--- src/sv/tlbfl_pkg.sv ---
`default_nettype none
// ----------------------------------------------------------------------------
// tlbfl_pkg - shared definitions of the translation buffer
// field widths, command and register codes, controller/datapath structs
// ----------------------------------------------------------------------------
package tlbfl_pkg;

    // physical slots by default
    localparam int ENTRIES_DEFAULT = 32;

    // beat field widths
    localparam int CMD_W   = 2;
    localparam int PID_W   = 16;
    localparam int PAGE_W  = 20;
    localparam int FRAME_W = 16;

    // configuration port
    localparam int CFG_IDX_W  = 1;
    localparam int CFG_DATA_W = 6;
    localparam int EIU_W      = 6;

    localparam logic [EIU_W-1:0] EIU_RESET = 6'd32;

    localparam logic [CFG_IDX_W-1:0] CFG_ENTRIES_IN_USE = 1'd0;
    localparam logic [CFG_IDX_W-1:0] CFG_REPLACE_LRU    = 1'd1;

    // commands
    localparam logic [CMD_W-1:0] CMD_LOOKUP = 2'd0;
    localparam logic [CMD_W-1:0] CMD_INSERT = 2'd1;
    localparam logic [CMD_W-1:0] CMD_FLUSH  = 2'd2;

    // controller to datapath
    typedef struct packed {
        logic load;
        logic compare;
        logic scan_step;
        logic commit;
    } t_dp_cmd;

    // datapath to controller
    typedef struct packed {
        logic need_scan;
        logic scan_last;
        logic out_free;
    } t_dp_sts;

endpackage
`default_nettype wire

--- src/sv/tlbfl_if.sv ---
`default_nettype none
// ----------------------------------------------------------------------------
// tlbfl_if - request and result channels of the translation buffer
// valid/ready channels carrying one beat each
// ----------------------------------------------------------------------------
interface tlbfl_in_if;
    logic                         valid;
    logic                         ready;
    logic [tlbfl_pkg::CMD_W-1:0]   command;
    logic [tlbfl_pkg::PID_W-1:0]   process_id;
    logic [tlbfl_pkg::PAGE_W-1:0]  page_number;
    logic [tlbfl_pkg::FRAME_W-1:0] frame_number;

    modport source (output valid, output command, output process_id,
                    output page_number, output frame_number, input ready);
    modport sink   (input valid, input command, input process_id,
                    input page_number, input frame_number, output ready);
endinterface

interface tlbfl_out_if;
    logic                         valid;
    logic                         ready;
    logic                         hit;
    logic [tlbfl_pkg::FRAME_W-1:0] frame_found;
    logic                         evicted;
    logic [tlbfl_pkg::PID_W-1:0]   evicted_pid;
    logic [tlbfl_pkg::PAGE_W-1:0]  evicted_page;
    logic [tlbfl_pkg::FRAME_W-1:0] evicted_frame;

    modport source (output valid, output hit, output frame_found, output evicted,
                    output evicted_pid, output evicted_page, output evicted_frame,
                    input ready);
    modport sink   (input valid, input hit, input frame_found, input evicted,
                    input evicted_pid, input evicted_page, input evicted_frame,
                    output ready);
endinterface
`default_nettype wire

--- src/sv/tlbfl_ctrl.sv ---
`default_nettype none
// ----------------------------------------------------------------------------
// tlbfl_ctrl - sequencer of the translation buffer
// steps each request through compare, optional victim scan and commit
// ----------------------------------------------------------------------------
module tlbfl_ctrl (
    input  wire logic               i_clk,
    input  wire logic               i_rst_n,
    input  wire logic               i_in_valid,
    output logic                    o_in_ready,
    input  wire tlbfl_pkg::t_dp_sts i_sts,
    output tlbfl_pkg::t_dp_cmd      o_cmd
);

    localparam logic [1:0] S_IDLE   = 2'd0;
    localparam logic [1:0] S_CMP    = 2'd1;
    localparam logic [1:0] S_SCAN   = 2'd2;
    localparam logic [1:0] S_COMMIT = 2'd3;

    logic [1:0] r_state;
    logic [1:0] n_state;
    logic       load;

    // a new beat may enter while the previous one commits
    assign o_in_ready = (r_state == S_IDLE) || ((r_state == S_COMMIT) && i_sts.out_free);
    assign load       = i_in_valid && o_in_ready;

    always_comb begin
        o_cmd.load      = load;
        o_cmd.compare   = (r_state == S_CMP);
        o_cmd.scan_step = (r_state == S_SCAN);
        o_cmd.commit    = (r_state == S_COMMIT) && i_sts.out_free;
    end

    always_comb begin
        n_state = r_state;
        case (r_state)
            S_IDLE: begin
                if (load) n_state = S_CMP;
            end
            S_CMP: begin
                n_state = i_sts.need_scan ? S_SCAN : S_COMMIT;
            end
            S_SCAN: begin
                if (i_sts.scan_last) n_state = S_COMMIT;
            end
            S_COMMIT: begin
                if (load) n_state = S_CMP;
                else if (i_sts.out_free) n_state = S_IDLE;
            end
            default: begin
                n_state = S_IDLE;
            end
        endcase
    end

    always_ff @(posedge i_clk) begin
        if (!i_rst_n) begin
            r_state <= S_IDLE;
        end else begin
            r_state <= n_state;
        end
    end

endmodule
`default_nettype wire

--- src/sv/tlbfl_dp.sv ---
`default_nettype none
// ----------------------------------------------------------------------------
// tlbfl_dp - entry store, key compare, recency ranks and result register
// register-held entries compared in parallel, updated on commit
// ----------------------------------------------------------------------------
module tlbfl_dp #(
    parameter int ENTRIES = tlbfl_pkg::ENTRIES_DEFAULT
) (
    input  wire logic                              i_clk,
    input  wire logic                              i_rst_n,
    input  wire logic                              i_cfg_we,
    input  wire logic [tlbfl_pkg::CFG_IDX_W-1:0]   i_cfg_idx,
    input  wire logic [tlbfl_pkg::CFG_DATA_W-1:0]  i_cfg_data,
    input  wire logic [tlbfl_pkg::CMD_W-1:0]       i_command,
    input  wire logic [tlbfl_pkg::PID_W-1:0]       i_process_id,
    input  wire logic [tlbfl_pkg::PAGE_W-1:0]      i_page_number,
    input  wire logic [tlbfl_pkg::FRAME_W-1:0]     i_frame_number,
    input  wire tlbfl_pkg::t_dp_cmd                i_cmd,
    output tlbfl_pkg::t_dp_sts                     o_sts,
    output logic                                   o_out_valid,
    input  wire logic                              i_out_ready,
    output logic                                   o_hit,
    output logic [tlbfl_pkg::FRAME_W-1:0]          o_frame_found,
    output logic                                   o_evicted,
    output logic [tlbfl_pkg::PID_W-1:0]            o_evicted_pid,
    output logic [tlbfl_pkg::PAGE_W-1:0]           o_evicted_page,
    output logic [tlbfl_pkg::FRAME_W-1:0]          o_evicted_frame
);

    localparam int IDX_W  = (ENTRIES > 1) ? $clog2(ENTRIES) : 1;
    localparam int CNT_W  = $clog2(ENTRIES + 1);
    localparam int RANK_W = IDX_W;
    localparam int WIDE_W = (CNT_W > tlbfl_pkg::EIU_W) ? CNT_W : tlbfl_pkg::EIU_W;

    // configuration
    logic [tlbfl_pkg::EIU_W-1:0] r_eiu;
    logic                        r_lru;

    // entries
    logic [ENTRIES-1:0]              r_valid;
    logic [tlbfl_pkg::PID_W-1:0]     r_pid   [ENTRIES];
    logic [tlbfl_pkg::PAGE_W-1:0]    r_page  [ENTRIES];
    logic [tlbfl_pkg::FRAME_W-1:0]   r_frame [ENTRIES];
    logic [RANK_W-1:0]               r_rank  [ENTRIES];
    logic [IDX_W-1:0]                r_fp;
    logic [CNT_W-1:0]                r_filled;

    // latched request
    logic [tlbfl_pkg::CMD_W-1:0]     r_cmd;
    logic [tlbfl_pkg::PID_W-1:0]     r_key_pid;
    logic [tlbfl_pkg::PAGE_W-1:0]    r_key_page;
    logic [tlbfl_pkg::FRAME_W-1:0]   r_new_frame;

    // compare results
    logic             r_hit;
    logic [IDX_W-1:0] r_hit_idx;
    logic [IDX_W-1:0] r_victim;
    logic [IDX_W-1:0] r_scan_idx;
    logic [RANK_W-1:0] r_best;

    logic [CNT_W-1:0] cap;
    logic             cap_zero;
    logic             has_free;
    logic             replacing;
    logic [ENTRIES-1:0] match;
    logic [IDX_W-1:0] hit_idx;
    logic [IDX_W-1:0] lru_idx;
    logic [IDX_W-1:0] fifo_idx;
    logic [CNT_W-1:0] victim_next;

    logic             touch_en;
    logic [IDX_W-1:0] touch_slot;
    logic [CNT_W-1:0] touch_old;
    logic             is_lookup;
    logic             is_insert;

    // capacity is the smaller of the register and the slot count
    always_comb begin
        logic [WIDE_W-1:0] eiu_w;
        logic [WIDE_W-1:0] ent_w;
        eiu_w = WIDE_W'(r_eiu);
        ent_w = WIDE_W'(ENTRIES);
        cap   = (eiu_w < ent_w) ? CNT_W'(eiu_w) : CNT_W'(ENTRIES);
    end

    assign cap_zero  = (cap == '0);
    assign has_free  = (r_filled < cap);
    assign is_lookup = (r_cmd == tlbfl_pkg::CMD_LOOKUP);
    assign is_insert = (r_cmd == tlbfl_pkg::CMD_INSERT);
    assign replacing = is_insert && !cap_zero && !has_free;

    // per-slot key match, visible slots only
    always_comb begin
        for (int i = 0; i < ENTRIES; i++) begin
            match[i] = r_valid[i] && (CNT_W'(i) < cap) &&
                       (r_pid[i] == r_key_pid) && (r_page[i] == r_key_page);
        end
    end

    // lowest matching slot wins
    always_comb begin
        hit_idx = '0;
        for (int i = ENTRIES - 1; i >= 0; i--) begin
            if (match[i]) hit_idx = IDX_W'(i);
        end
    end

    // full with no hidden slots: ranks are a permutation, oldest has rank cap-1
    always_comb begin
        lru_idx = '0;
        for (int i = ENTRIES - 1; i >= 0; i--) begin
            if (r_valid[i] && (CNT_W'(i) < cap) &&
                (CNT_W'(r_rank[i]) == (cap - CNT_W'(1)))) lru_idx = IDX_W'(i);
        end
    end

    assign fifo_idx    = (CNT_W'(r_fp) < cap) ? r_fp : '0;
    assign victim_next = CNT_W'(r_victim) + CNT_W'(1);

    always_comb begin
        o_sts.need_scan = replacing && r_lru && (r_filled != cap);
        o_sts.scan_last = ((CNT_W'(r_scan_idx) + CNT_W'(1)) == cap);
        o_sts.out_free  = !o_out_valid || i_out_ready;
    end

    // recency update target on commit
    always_comb begin
        touch_en   = 1'b0;
        touch_slot = '0;
        touch_old  = '0;
        if (is_lookup && r_hit) begin
            touch_en   = 1'b1;
            touch_slot = r_hit_idx;
            touch_old  = CNT_W'(r_rank[r_hit_idx]);
        end else if (is_insert && !cap_zero) begin
            touch_en = 1'b1;
            if (has_free) begin
                touch_slot = IDX_W'(r_filled);
                touch_old  = r_filled;
            end else begin
                touch_slot = r_victim;
                touch_old  = CNT_W'(r_rank[r_victim]);
            end
        end
    end

    // configuration registers
    always_ff @(posedge i_clk) begin
        if (!i_rst_n) begin
            r_eiu <= tlbfl_pkg::EIU_RESET;
            r_lru <= 1'b0;
        end else if (i_cfg_we) begin
            case (i_cfg_idx)
                tlbfl_pkg::CFG_ENTRIES_IN_USE: r_eiu <= i_cfg_data;
                tlbfl_pkg::CFG_REPLACE_LRU:    r_lru <= i_cfg_data[0];
                default: begin
                end
            endcase
        end
    end

    // request latch
    always_ff @(posedge i_clk) begin
        if (i_cmd.load) begin
            r_cmd       <= i_command;
            r_key_pid   <= i_process_id;
            r_key_page  <= i_page_number;
            r_new_frame <= i_frame_number;
        end
    end

    // compare stage and victim scan
    always_ff @(posedge i_clk) begin
        if (i_cmd.compare) begin
            r_hit      <= |match;
            r_hit_idx  <= hit_idx;
            r_victim   <= o_sts.need_scan ? '0 : (r_lru ? lru_idx : fifo_idx);
            r_scan_idx <= '0;
            r_best     <= '0;
        end else if (i_cmd.scan_step) begin
            if (r_valid[r_scan_idx] && (r_rank[r_scan_idx] >= r_best)) begin
                r_best   <= r_rank[r_scan_idx];
                r_victim <= r_scan_idx;
            end
            r_scan_idx <= r_scan_idx + IDX_W'(1);
        end
    end

    // entry control state
    always_ff @(posedge i_clk) begin
        if (!i_rst_n) begin
            r_valid  <= '0;
            r_filled <= '0;
            r_fp     <= '0;
        end else if (i_cmd.commit) begin
            case (r_cmd)
                tlbfl_pkg::CMD_INSERT: begin
                    if (!cap_zero) begin
                        if (has_free) begin
                            r_valid[IDX_W'(r_filled)] <= 1'b1;
                            r_filled <= r_filled + CNT_W'(1);
                        end else if (!r_lru) begin
                            r_fp <= (victim_next < cap) ? IDX_W'(victim_next) : '0;
                        end
                    end
                end
                tlbfl_pkg::CMD_FLUSH: begin
                    r_valid  <= '0;
                    r_filled <= '0;
                    r_fp     <= '0;
                end
                default: begin
                end
            endcase
        end
    end

    // entry payload and ranks
    always_ff @(posedge i_clk) begin
        if (i_cmd.commit) begin
            if (is_insert && !cap_zero) begin
                r_pid[touch_slot]   <= r_key_pid;
                r_page[touch_slot]  <= r_key_page;
                r_frame[touch_slot] <= r_new_frame;
            end
            if (touch_en) begin
                for (int j = 0; j < ENTRIES; j++) begin
                    if (IDX_W'(j) == touch_slot) begin
                        r_rank[j] <= '0;
                    end else if (r_valid[j] && (CNT_W'(r_rank[j]) < touch_old)) begin
                        r_rank[j] <= r_rank[j] + RANK_W'(1);
                    end
                end
            end
        end
    end

    // result register
    always_ff @(posedge i_clk) begin
        if (!i_rst_n) begin
            o_out_valid <= 1'b0;
        end else if (i_cmd.commit) begin
            o_out_valid <= 1'b1;
        end else if (i_out_ready) begin
            o_out_valid <= 1'b0;
        end
    end

    always_ff @(posedge i_clk) begin
        if (i_cmd.commit) begin
            o_hit           <= is_lookup && r_hit;
            o_frame_found   <= (is_lookup && r_hit) ? r_frame[r_hit_idx] : '0;
            o_evicted       <= replacing;
            o_evicted_pid   <= replacing ? r_pid[r_victim] : '0;
            o_evicted_page  <= replacing ? r_page[r_victim] : '0;
            o_evicted_frame <= replacing ? r_frame[r_victim] : '0;
        end
    end

endmodule
`default_nettype wire

--- src/sv/tlb_fifo_lru_lookup.sv ---
`default_nettype none
// ----------------------------------------------------------------------------
// tlb_fifo_lru_lookup - fully associative translation buffer
// lookup, insert with fifo or lru replacement, and flush over valid/ready
// ----------------------------------------------------------------------------
//
//  channel   direction  beat contents
//  --------  ---------  ---------------------------------------------------
//  i_in      in         command, process_id, page_number, frame_number
//  o_out     out        hit, frame_found, evicted, evicted_pid/page/frame
//  i_cfg_*   in         write enable, register index, data (no handshake)
//
//  lookup, flush, fill of a free slot and replacement with the fill equal
//  to the capacity run back to back as compare, then commit, with the
//  next beat accepted in the commit cycle
//  lru replacement after the capacity was lowered below the fill adds a
//  victim scan that steps through the rank registers of the visible slots
//  a result that is not taken holds the commit and with it the input
//  reset is synchronous; the entry valid bits clear in the same cycle
//
module tlb_fifo_lru_lookup #(
    parameter int ENTRIES = tlbfl_pkg::ENTRIES_DEFAULT
) (
    input  wire logic                             i_clk,
    input  wire logic                             i_rst_n,
    tlbfl_in_if.sink                              i_in,
    tlbfl_out_if.source                           o_out,
    input  wire logic                             i_cfg_we,
    input  wire logic [tlbfl_pkg::CFG_IDX_W-1:0]  i_cfg_idx,
    input  wire logic [tlbfl_pkg::CFG_DATA_W-1:0] i_cfg_data
);

    // command and status between sequencer and datapath
    tlbfl_pkg::t_dp_cmd dp_cmd;
    tlbfl_pkg::t_dp_sts dp_sts;
    logic               in_ready;

    assign i_in.ready = in_ready;

    tlbfl_ctrl u_ctrl (
        .i_clk      (i_clk),
        .i_rst_n    (i_rst_n),
        .i_in_valid (i_in.valid),
        .o_in_ready (in_ready),
        .i_sts      (dp_sts),
        .o_cmd      (dp_cmd)
    );

    // entries, compare, rank update and the result register
    tlbfl_dp #(
        .ENTRIES (ENTRIES)
    ) u_dp (
        .i_clk           (i_clk),
        .i_rst_n         (i_rst_n),
        .i_cfg_we        (i_cfg_we),
        .i_cfg_idx       (i_cfg_idx),
        .i_cfg_data      (i_cfg_data),
        .i_command       (i_in.command),
        .i_process_id    (i_in.process_id),
        .i_page_number   (i_in.page_number),
        .i_frame_number  (i_in.frame_number),
        .i_cmd           (dp_cmd),
        .o_sts           (dp_sts),
        .o_out_valid     (o_out.valid),
        .i_out_ready     (o_out.ready),
        .o_hit           (o_out.hit),
        .o_frame_found   (o_out.frame_found),
        .o_evicted       (o_out.evicted),
        .o_evicted_pid   (o_out.evicted_pid),
        .o_evicted_page  (o_out.evicted_page),
        .o_evicted_frame (o_out.evicted_frame)
    );

endmodule
`default_nettype wire

--- src/flat_wrapper.sv ---
// flat-port wrapper written by rule: the top's interface ports become plain ports
module tlb_fifo_lru_lookup_flat 
#(
    parameter int ENTRIES = tlbfl_pkg::ENTRIES_DEFAULT
)
  (i_clk, i_rst_n, i_cfg_we, i_cfg_idx, i_cfg_data, i_in_valid, i_in_command, i_in_process_id, i_in_page_number, i_in_frame_number, i_in_ready, o_out_valid, o_out_hit, o_out_frame_found, o_out_evicted, o_out_evicted_pid, o_out_evicted_page, o_out_evicted_frame, o_out_ready);
  tlbfl_in_if i_in_i ();
  tlbfl_out_if o_out_i ();
  input  wire logic i_clk;
  input  wire logic i_rst_n;
  input  wire logic i_cfg_we;
  input  wire logic [tlbfl_pkg::CFG_IDX_W-1:0] i_cfg_idx;
  input  wire logic [tlbfl_pkg::CFG_DATA_W-1:0] i_cfg_data;
  input wire logic [$bits(i_in_i.valid)-1:0] i_in_valid;
  input wire logic [$bits(i_in_i.command)-1:0] i_in_command;
  input wire logic [$bits(i_in_i.process_id)-1:0] i_in_process_id;
  input wire logic [$bits(i_in_i.page_number)-1:0] i_in_page_number;
  input wire logic [$bits(i_in_i.frame_number)-1:0] i_in_frame_number;
  output wire logic [$bits(i_in_i.ready)-1:0] i_in_ready;
  output wire logic [$bits(o_out_i.valid)-1:0] o_out_valid;
  output wire logic [$bits(o_out_i.hit)-1:0] o_out_hit;
  output wire logic [$bits(o_out_i.frame_found)-1:0] o_out_frame_found;
  output wire logic [$bits(o_out_i.evicted)-1:0] o_out_evicted;
  output wire logic [$bits(o_out_i.evicted_pid)-1:0] o_out_evicted_pid;
  output wire logic [$bits(o_out_i.evicted_page)-1:0] o_out_evicted_page;
  output wire logic [$bits(o_out_i.evicted_frame)-1:0] o_out_evicted_frame;
  input wire logic [$bits(o_out_i.ready)-1:0] o_out_ready;
  assign i_in_i.valid = i_in_valid;
  assign i_in_i.command = i_in_command;
  assign i_in_i.process_id = i_in_process_id;
  assign i_in_i.page_number = i_in_page_number;
  assign i_in_i.frame_number = i_in_frame_number;
  assign i_in_ready = i_in_i.ready;
  assign o_out_valid = o_out_i.valid;
  assign o_out_hit = o_out_i.hit;
  assign o_out_frame_found = o_out_i.frame_found;
  assign o_out_evicted = o_out_i.evicted;
  assign o_out_evicted_pid = o_out_i.evicted_pid;
  assign o_out_evicted_page = o_out_i.evicted_page;
  assign o_out_evicted_frame = o_out_i.evicted_frame;
  assign o_out_i.ready = o_out_ready;
  tlb_fifo_lru_lookup #(.ENTRIES(ENTRIES)) u_core (.i_clk(i_clk), .i_rst_n(i_rst_n), .i_in(i_in_i), .o_out(o_out_i), .i_cfg_we(i_cfg_we), .i_cfg_idx(i_cfg_idx), .i_cfg_data(i_cfg_data));
endmodule
--- config.mk ---
export PLATFORM = sky130hd
export DESIGN_NAME = tlb_fifo_lru_lookup_flat
export DESIGN_NICKNAME = d
export VERILOG_FILES = /design/src/sv/tlbfl_pkg.sv /design/src/sv/tlbfl_if.sv /design/src/sv/tlbfl_ctrl.sv /design/src/sv/tlbfl_dp.sv /design/src/sv/tlb_fifo_lru_lookup.sv /design/src/flat_wrapper.sv
export SDC_FILE = /design/constraint.sdc
export NUM_CORES = 2
export LEC_CHECK = 0
export BUFFER_PORTS_ARGS = -buffer_cell sky130_fd_sc_hd__buf_2
export CELL_PAD_IN_SITES_DETAIL_PLACEMENT = 1
export CELL_PAD_IN_SITES_GLOBAL_PLACEMENT = 1
export CORE_MARGIN = 2
export CORE_UTILIZATION = 55
export CTS_BUF_LIST = sky130_fd_sc_hd__clkbuf_8
export DETAILED_ROUTE_END_ITERATION = 8
export GPL_ROUTABILITY_DRIVEN = 0
export PLACE_DENSITY = 0.81
export SYNTH_ARGS = -nofsm -noshare
export SYNTH_HDL_FRONTEND = slang
export SYNTH_SLANG_ARGS = --single-unit
--- constraint.sdc ---
create_clock -name i_clk -period 10.4 [get_ports i_clk]
set_input_delay 1.56 -clock i_clk [delete_from_list [all_inputs] [get_ports i_clk]]
set_output_delay 1.56 -clock i_clk [all_outputs]
set_load 0.01 [all_outputs]
Word-level counts from Yosys, hierarchy flattened
Memories as Yosys holds them, arrays and structs flattened. A register that Yosys moved wholly into a read port is not among the register bits.
Cells that the tools add are included.
W data, S select, Z words.
{ "classes": {"add_sub_neg": 37, "mul": 0, "n_div": 0, "order_cmp": 72, "n_eq_ne": 141, "shifts": 0, "n_mux": 426, "n_bitwise": 34, "n_reduce_logical": 198} }
{ "op_table": {"columns": ["operator", "n"], "rows": [
  ["$eq A20 B20 Y1", 32],
  ["$eq A16 B16 Y1", 32],
  ["$mux W5", 96],
  ["$mux W1", 298],
  ["$lt A5 B6 Y1", 33],
  ["$eq A5 B6 Y1", 32],
  ["$logic_and A1 B1 Y1", 169],
  ["$add A5 B1 Y5 const B", 33],
  ["$lt A5 B6 Y1 const A", 16],
  ["$eq A5 B5 Y1 const A", 16],
  ["$mux W32", 2],
  ["$pmux W32 S2", 1],
  ["$lt A4 B6 Y1 const A", 8],
  ["$eq A4 B5 Y1 const A", 8],
  ["$mux W6", 6],
  ["$mux W4", 8],
  ["$or A1 B1 Y1", 32],
  ["$or A32 B32 Y32", 1],
  ["$reduce_or A32 Y1", 1],
  ["$lt A3 B6 Y1 const A", 4],
  ["$eq A3 B5 Y1 const A", 4],
  ["$reduce_or A16 Y1", 1],
  ["$add A5 B1 Y6 const B", 2],
  ["$lt A1 B6 Y1 const A", 2],
  ["other kinds (37)", 71]
]} }
{ "totals": {"register_bits": 130, "latch_bits": 0, "ram_bits": 1824, "romBits": 0, "out_inout_bits": 72, "elab_cells": 934, "n_memories": 4} }
{ "memory_table": {"columns": ["memory", "depth", "width", "rd", "rd_clocked_by_memory_dff", "write_ports", "line_no", "rtl"], "rows": [
  ["u_core.u_dp.r_page", 32, 20, 33, 1, 1, "tlbfl_dp.sv:42", "logic [tlbfl_pkg::PAGE_W-1:0] r_page [ENTRIES];"],
  ["u_core.u_dp.r_frame", 32, 16, 2, 2, 1, "tlbfl_dp.sv:43", "logic [tlbfl_pkg::FRAME_W-1:0] r_frame [ENTRIES];"],
  ["u_core.u_dp.r_pid", 32, 16, 33, 1, 1, "tlbfl_dp.sv:41", "logic [tlbfl_pkg::PID_W-1:0] r_pid [ENTRIES];"],
  ["u_core.u_dp.r_rank", 32, 5, 35, 2, 32, "tlbfl_dp.sv:44", "logic [RANK_W-1:0] r_rank [ENTRIES];"]
]} }

Depth between registers and ports, before layout
{ "logic_depth": {"ltp_word": 41, "mapped_depth": 20, "depth_no_buf": 16} }

By module
A second synthesis with hierarchy kept.
{ "hier_totals": {"cells_unflattened": 7555, "hier_area_um2": 107076.4} }
{ "modules_own_cells": {"columns": ["module", "instances", "cells_each", "area_per_inst_um2", "seq_area_each_um2"], "rows": [
  ["tlbfl_dp", 1, 7526, 106832.5, 60247.8],
  ["tlbfl_ctrl", 1, 29, 244.0, 40.0]
]} }

Worst setup path before layout
No wires, ideal clock.
{ "synth_timing": {"path_type": "input to register", "from": "input port o_out_ready", "to": "memory u_core.u_dp.r_frame[20][0] (netlist bit), enable pin", "arrival_ps": 7527, "required_ps": 9874, "slack_ps": 2347, "path_stages": 6, "path_cell_list": "nand2b_1 -> nand2_1 -> inv_1 -> nand2_1 -> clkbuf_1 -> nor3_1"} }
{ "synth_rtl": {"columns": ["item", "line_no", "rtl"], "rows": [
  ["start, declared", "flat_wrapper.sv:27", "input wire logic [$bits(o_out_i.ready)-1:0] o_out_ready;"],
  ["end, declared", "tlbfl_dp.sv:43", null]
]} }

Worst setup path after layout
{ "layout_timing": {"from": "register u_core.u_dp.r_eiu[5] (netlist bit)", "to": "memory u_core.u_dp.r_pid[27][0] (netlist bit), enable pin"} }
{ "layout_between": {"elab_chain_len": 8, "word_cells_on_any_way": 12, "cone_classes": "order compare (2); mux (7); reduce/logical (3)"} }
{ "layout_rtl": {"columns": ["item", "line_no", "rtl"], "rows": [
  ["start, declared", "tlbfl_dp.sv:36", "logic [tlbfl_pkg::EIU_W-1:0] r_eiu;"],
  ["start signal, assigned", "tlbfl_dp.sv:150", "r_eiu <= tlbfl_pkg::EIU_RESET;"],
  ["start signal, assigned", "tlbfl_dp.sv:154", "tlbfl_pkg::CFG_ENTRIES_IN_USE: r_eiu <= i_cfg_data;"],
  ["$lt A6 B6 Y1", "tlbfl_dp.sv:83", "cap = (eiu_w < ent_w) ? CNT_W'(eiu_w) : CNT_W'(ENTRIES);"],
  ["$mux W6 *", "tlbfl_dp.sv:83", null],
  ["parallel branches: the longest is 6 deep, another holds $lt A6 B6 Y1", null, null],
  ["end, declared", "tlbfl_dp.sv:41", null]
]} }
Mark *: on every way between the ends.

==> impl_metrics.py <==
metrics = {
    "drt": {
        "dr.pass1.iters": 8,
        "drt_iter0_drc": 11800,
        "dr_total_vias": 75500,
        "wl_um": 402000,
        "ant_nets": 0,
        "wl_per_cell_um": 38.9,
        "route.detailed.drc": 0,
        "viasPerCell": 7.30,
    },
    "cells_and_area": {
        "layout-drive-gt1-share_pct": 17.9,
        "fin_util_pct": 60.8,
        "syn2layout_area_growth_pct": 9.60,
        "postLayoutCellArea_um2": 117000,
        "nNetsFinal": 7816,
        "n_fill_cell": 17800,
        "instances_no_fill": 10300,
    },
    "power": {
        "leakage_nw": 39.0,
        "irDropWorstVdd_v": 0.000285,
        "p_per_area_nw_per_um2": 203,
    },
    "flow_run": {
        "drv_cap": 1,
    },
    "yosys": {
        "seq_area_frac_synth_pct": 56.4,
        "synth_warnings": 0,
        "syn_inst": 7396,
        "synth_area_leaders": "edfxtp_1 (55%), mux4_2 (11%), xor2_1 (6.3%)",
        "synth_top_cell_by_area": "edfxtp_1",
        "synth-main-ff-cell": "edfxtp_1",
        "syn_avg_cell_area_um2": 14.5,
        "synth_top_area_share_pct": 55.0,
        "synth-seq-cells": 2032,
        "synth_nets": 7655,
        "synth_area_um2": 107000,
        "synth_cell_types": 88,
        "synthArstFlopShare_pct": 0,
        "synth_edf_count": 1959,
    },
    "grt": {
        "grt_overflow_total": 0,
        "grt_pass1_vias": 76000,
        "grt_start_max_net_pins": 131,
        "grt.total_usage_pct": 40.2,
        "antenna_found_initial": 17,
        "grt_pass1_wl_um": 568000,
    },
    "cts": {
        "insertion_delay_ns": 1.15,
        "cts_buffers": 351,
        "cts_root_buffer": "clkbuf_8",
        "post_cts_buffers": 0,
        "clock_tree.buffer_depth": 4,
        "clkTransAtPathRegs_ns": 0.07,
        "cts.sinks": 2032,
        "cts_resized": 0,
        "cts_tree": "built",
        "cts.hold.buffers_added": 0,
        "cts-htree-levels": 5,
    },
    "sta": {
        "post-route-min-period_ns": 6.43,
        "hold_viol": 0,
        "tightest_slew_ns": 1.52,
        "setup-tns-final_ns": 0,
        "slew_viol_final": 3,
        "fin_hold_ws_ns": 0.488,
        "final.setup_skew_ns": 0.0968,
        "setup_viol": 0,
        "grt_setup_unrepaired": "false",
        "fmax_mhz": 155,
        "maxSlewHeadroom_pct": -2.29,
        "finalCritPeriodShare_pct": 61.8,
    },
    "floorplanning": {
        "core-area_um2": 193000,
        "die_w_um": 445,
        "rows": 161,
        "dieArea_um2": 198000,
        "die_y_um": 445,
        "ioPinCount": 138,
        "start_util_pct": 55.5,
    },
    "setup_path": {
        "crit_arrival_ns": 7.15,
        "endpoint_kind": "flip-flop",
        "worstSetupPathType": "reg2reg",
        "required_ns": 11.12,
        "start_kind": "flip-flop",
        "worstPathMaxFanout": 36,
    },
    "worst_hold_path": {
        "hold_path.class": "reg2reg",
    },
    "placed_design": {
        "place_inst": 9730,
        "portBuffers": 137,
        "place_area_um2": 111000,
        "dp_hpwl_um": 266000,
    },
    "status": {
        "status": "finished, violations left",
        "violations": "capacitance limit, slew limit",
    },
}
worst max-delay path: stages (launching register included):
cell and delay [ns]:
dfxtp_1 0.32, buf_4 0.31, clkinv_1 0.38, nand2_1 0.34, ha_1 0.31, a21oi_1 0.21
o221ai_2 0.12, buf_4 0.25, nor2_1 0.14, a21oi_1 0.07, o21ai_0 0.93, nand2_1 0.75
or2_2 0.55, nor2_4 0.68, buf_4 0.65
cell type report:
cell class,count,area [um2],share of cell area [%]
clock inverters,235,1290,1.10
well taps,2526,3160,2.70
flip-flops and latches,2032,60300,51.5
diodes,16,40.0,0.0342
multi-input cells,4780,44600,38.1
clock buffers,364,5010,4.28
inverters,65,249,0.212
repair buffers,327,2500,2.13
per-stage QoR:
stage	worst slack [ns]	power (mW)
after detailed placement	4.14	16.7
after global placement	4.22	16.5
after floorplan	2.35	14.1
after global routing	3.74	24.3
after CTS	4.11	23.6
final	3.97	23.8
layer usage:
| layer | global-route usage, % | part of all wire (%) | vias up |
|---|---|---|---|
| li1 | - | - | 29300 |
| met1 | 52.0 | 35 | 38500 |
| met2 | 59.4 | 44 | 6272 |
| met3 | 11.5 | 13 | 1414 |
| met4 | 26.6 | 7.7 | 4 |
| met5 | 0 | 0.0067 | - |
worst paths after layout:
check	start	to	slack [ns]	cells past startpoint
worst max-delay path	u_core.u_dp.r_eiu[5]	u_core.u_dp.r_pid[27][0]	3.97	14
worst min-delay path	u_core.u_dp.r_best[0]	u_core.u_dp.r_best[0]	0.49	2
worst max register to register	u_core.u_dp.r_eiu[5]	u_core.u_dp.r_pid[27][0]	3.97	14
worst min register to register	u_core.u_dp.r_best[0]	u_core.u_dp.r_best[0]	0.49	2
state kept, by name (all words and copies together), names as in the netlist, 6 cells and up, named ones only:
| name | cells |
|---|---|
| u_core.u_dp.o_evicted_frame | 16 |
| u_core.u_dp.r_key_pid | 16 |
| u_core.u_dp.o_frame_found | 16 |
| u_core.u_dp.r_valid | 32 |
| u_core.u_dp.r_filled | 6 |
| u_core.u_dp.o_evicted_page | 20 |
| u_core.u_dp.r_frame | 512 |
| u_core.u_dp.r_page | 640 |
| u_core.u_dp.o_evicted_pid | 16 |
| u_core.u_dp.r_pid | 512 |
| u_core.u_dp.r_new_frame | 16 |
| u_core.u_dp.r_rank | 160 |
| u_core.u_dp.r_eiu | 6 |
| u_core.u_dp.r_key_page | 20 |
synth_stat cells (102+ instances only):
cell type / count
nand4_1: 194
nand3_1: 102
buf_1: 112
xnor2_1: 637
clkbuf_1: 305
o221ai_1: 210
ha_1: 193
xor2_1: 764
nand2_1: 213
a21oi_1: 222
nor4_1: 209
mux4_2: 527
nor2_1: 345
o22ai_1: 109
edfxtp_1: 1959
mux2i_1: 459
power breakdown:
part	internal [mW]	total, mW	switching, mW
Clock	3.52	6.96	3.44
Sequential	9.49	9.79	0.305
Combinational	2.43	7.05	4.62
logic make-up (layout without fill, tap and decap cells):
logic type | after synthesis | in the layout | synth area share (%)
fa+ha+maj | 193 | 193 | 2.26
buf+inv | 584 | 991 | 2.20
flops | 2032 | 2032 | 56.4
mux | 993 | 993 | 15.5
simple gates | 1291 | 1291 | 6.16
xor+xnor | 1410 | 1410 | 11.7
compound gates | 893 | 893 | 5.86
other cells | 0 | 16 | 0
placed cells by master (no fill, tap or decap), types with 44 or more instances in the layout:
| master | instances |
|---|---|
| nor4_1 | 208 |
| mux4_2 | 527 |
| dfxtp_1 | 69 |
| buf_2 | 137 |
| ha_1 | 192 |
| xnor2_1 | 637 |
| xor2_1 | 764 |
| o21ai_0 | 65 |
| nor2_1 | 323 |
| nand3_1 | 102 |
| clkinv_1 | 77 |
| a211oi_1 | 60 |
| mux2i_1 | 459 |
| o22ai_1 | 109 |
| clkinv_2 | 44 |
| nand4_1 | 194 |
| o221ai_1 | 209 |
| nand2_1 | 209 |
| clkbuf_8 | 364 |
| edfxtp_1 | 1959 |
| buf_4 | 159 |
| inv_1 | 158 |
| a21oi_1 | 215 |
Note: power is estimated with default switching activity, not from simulation.
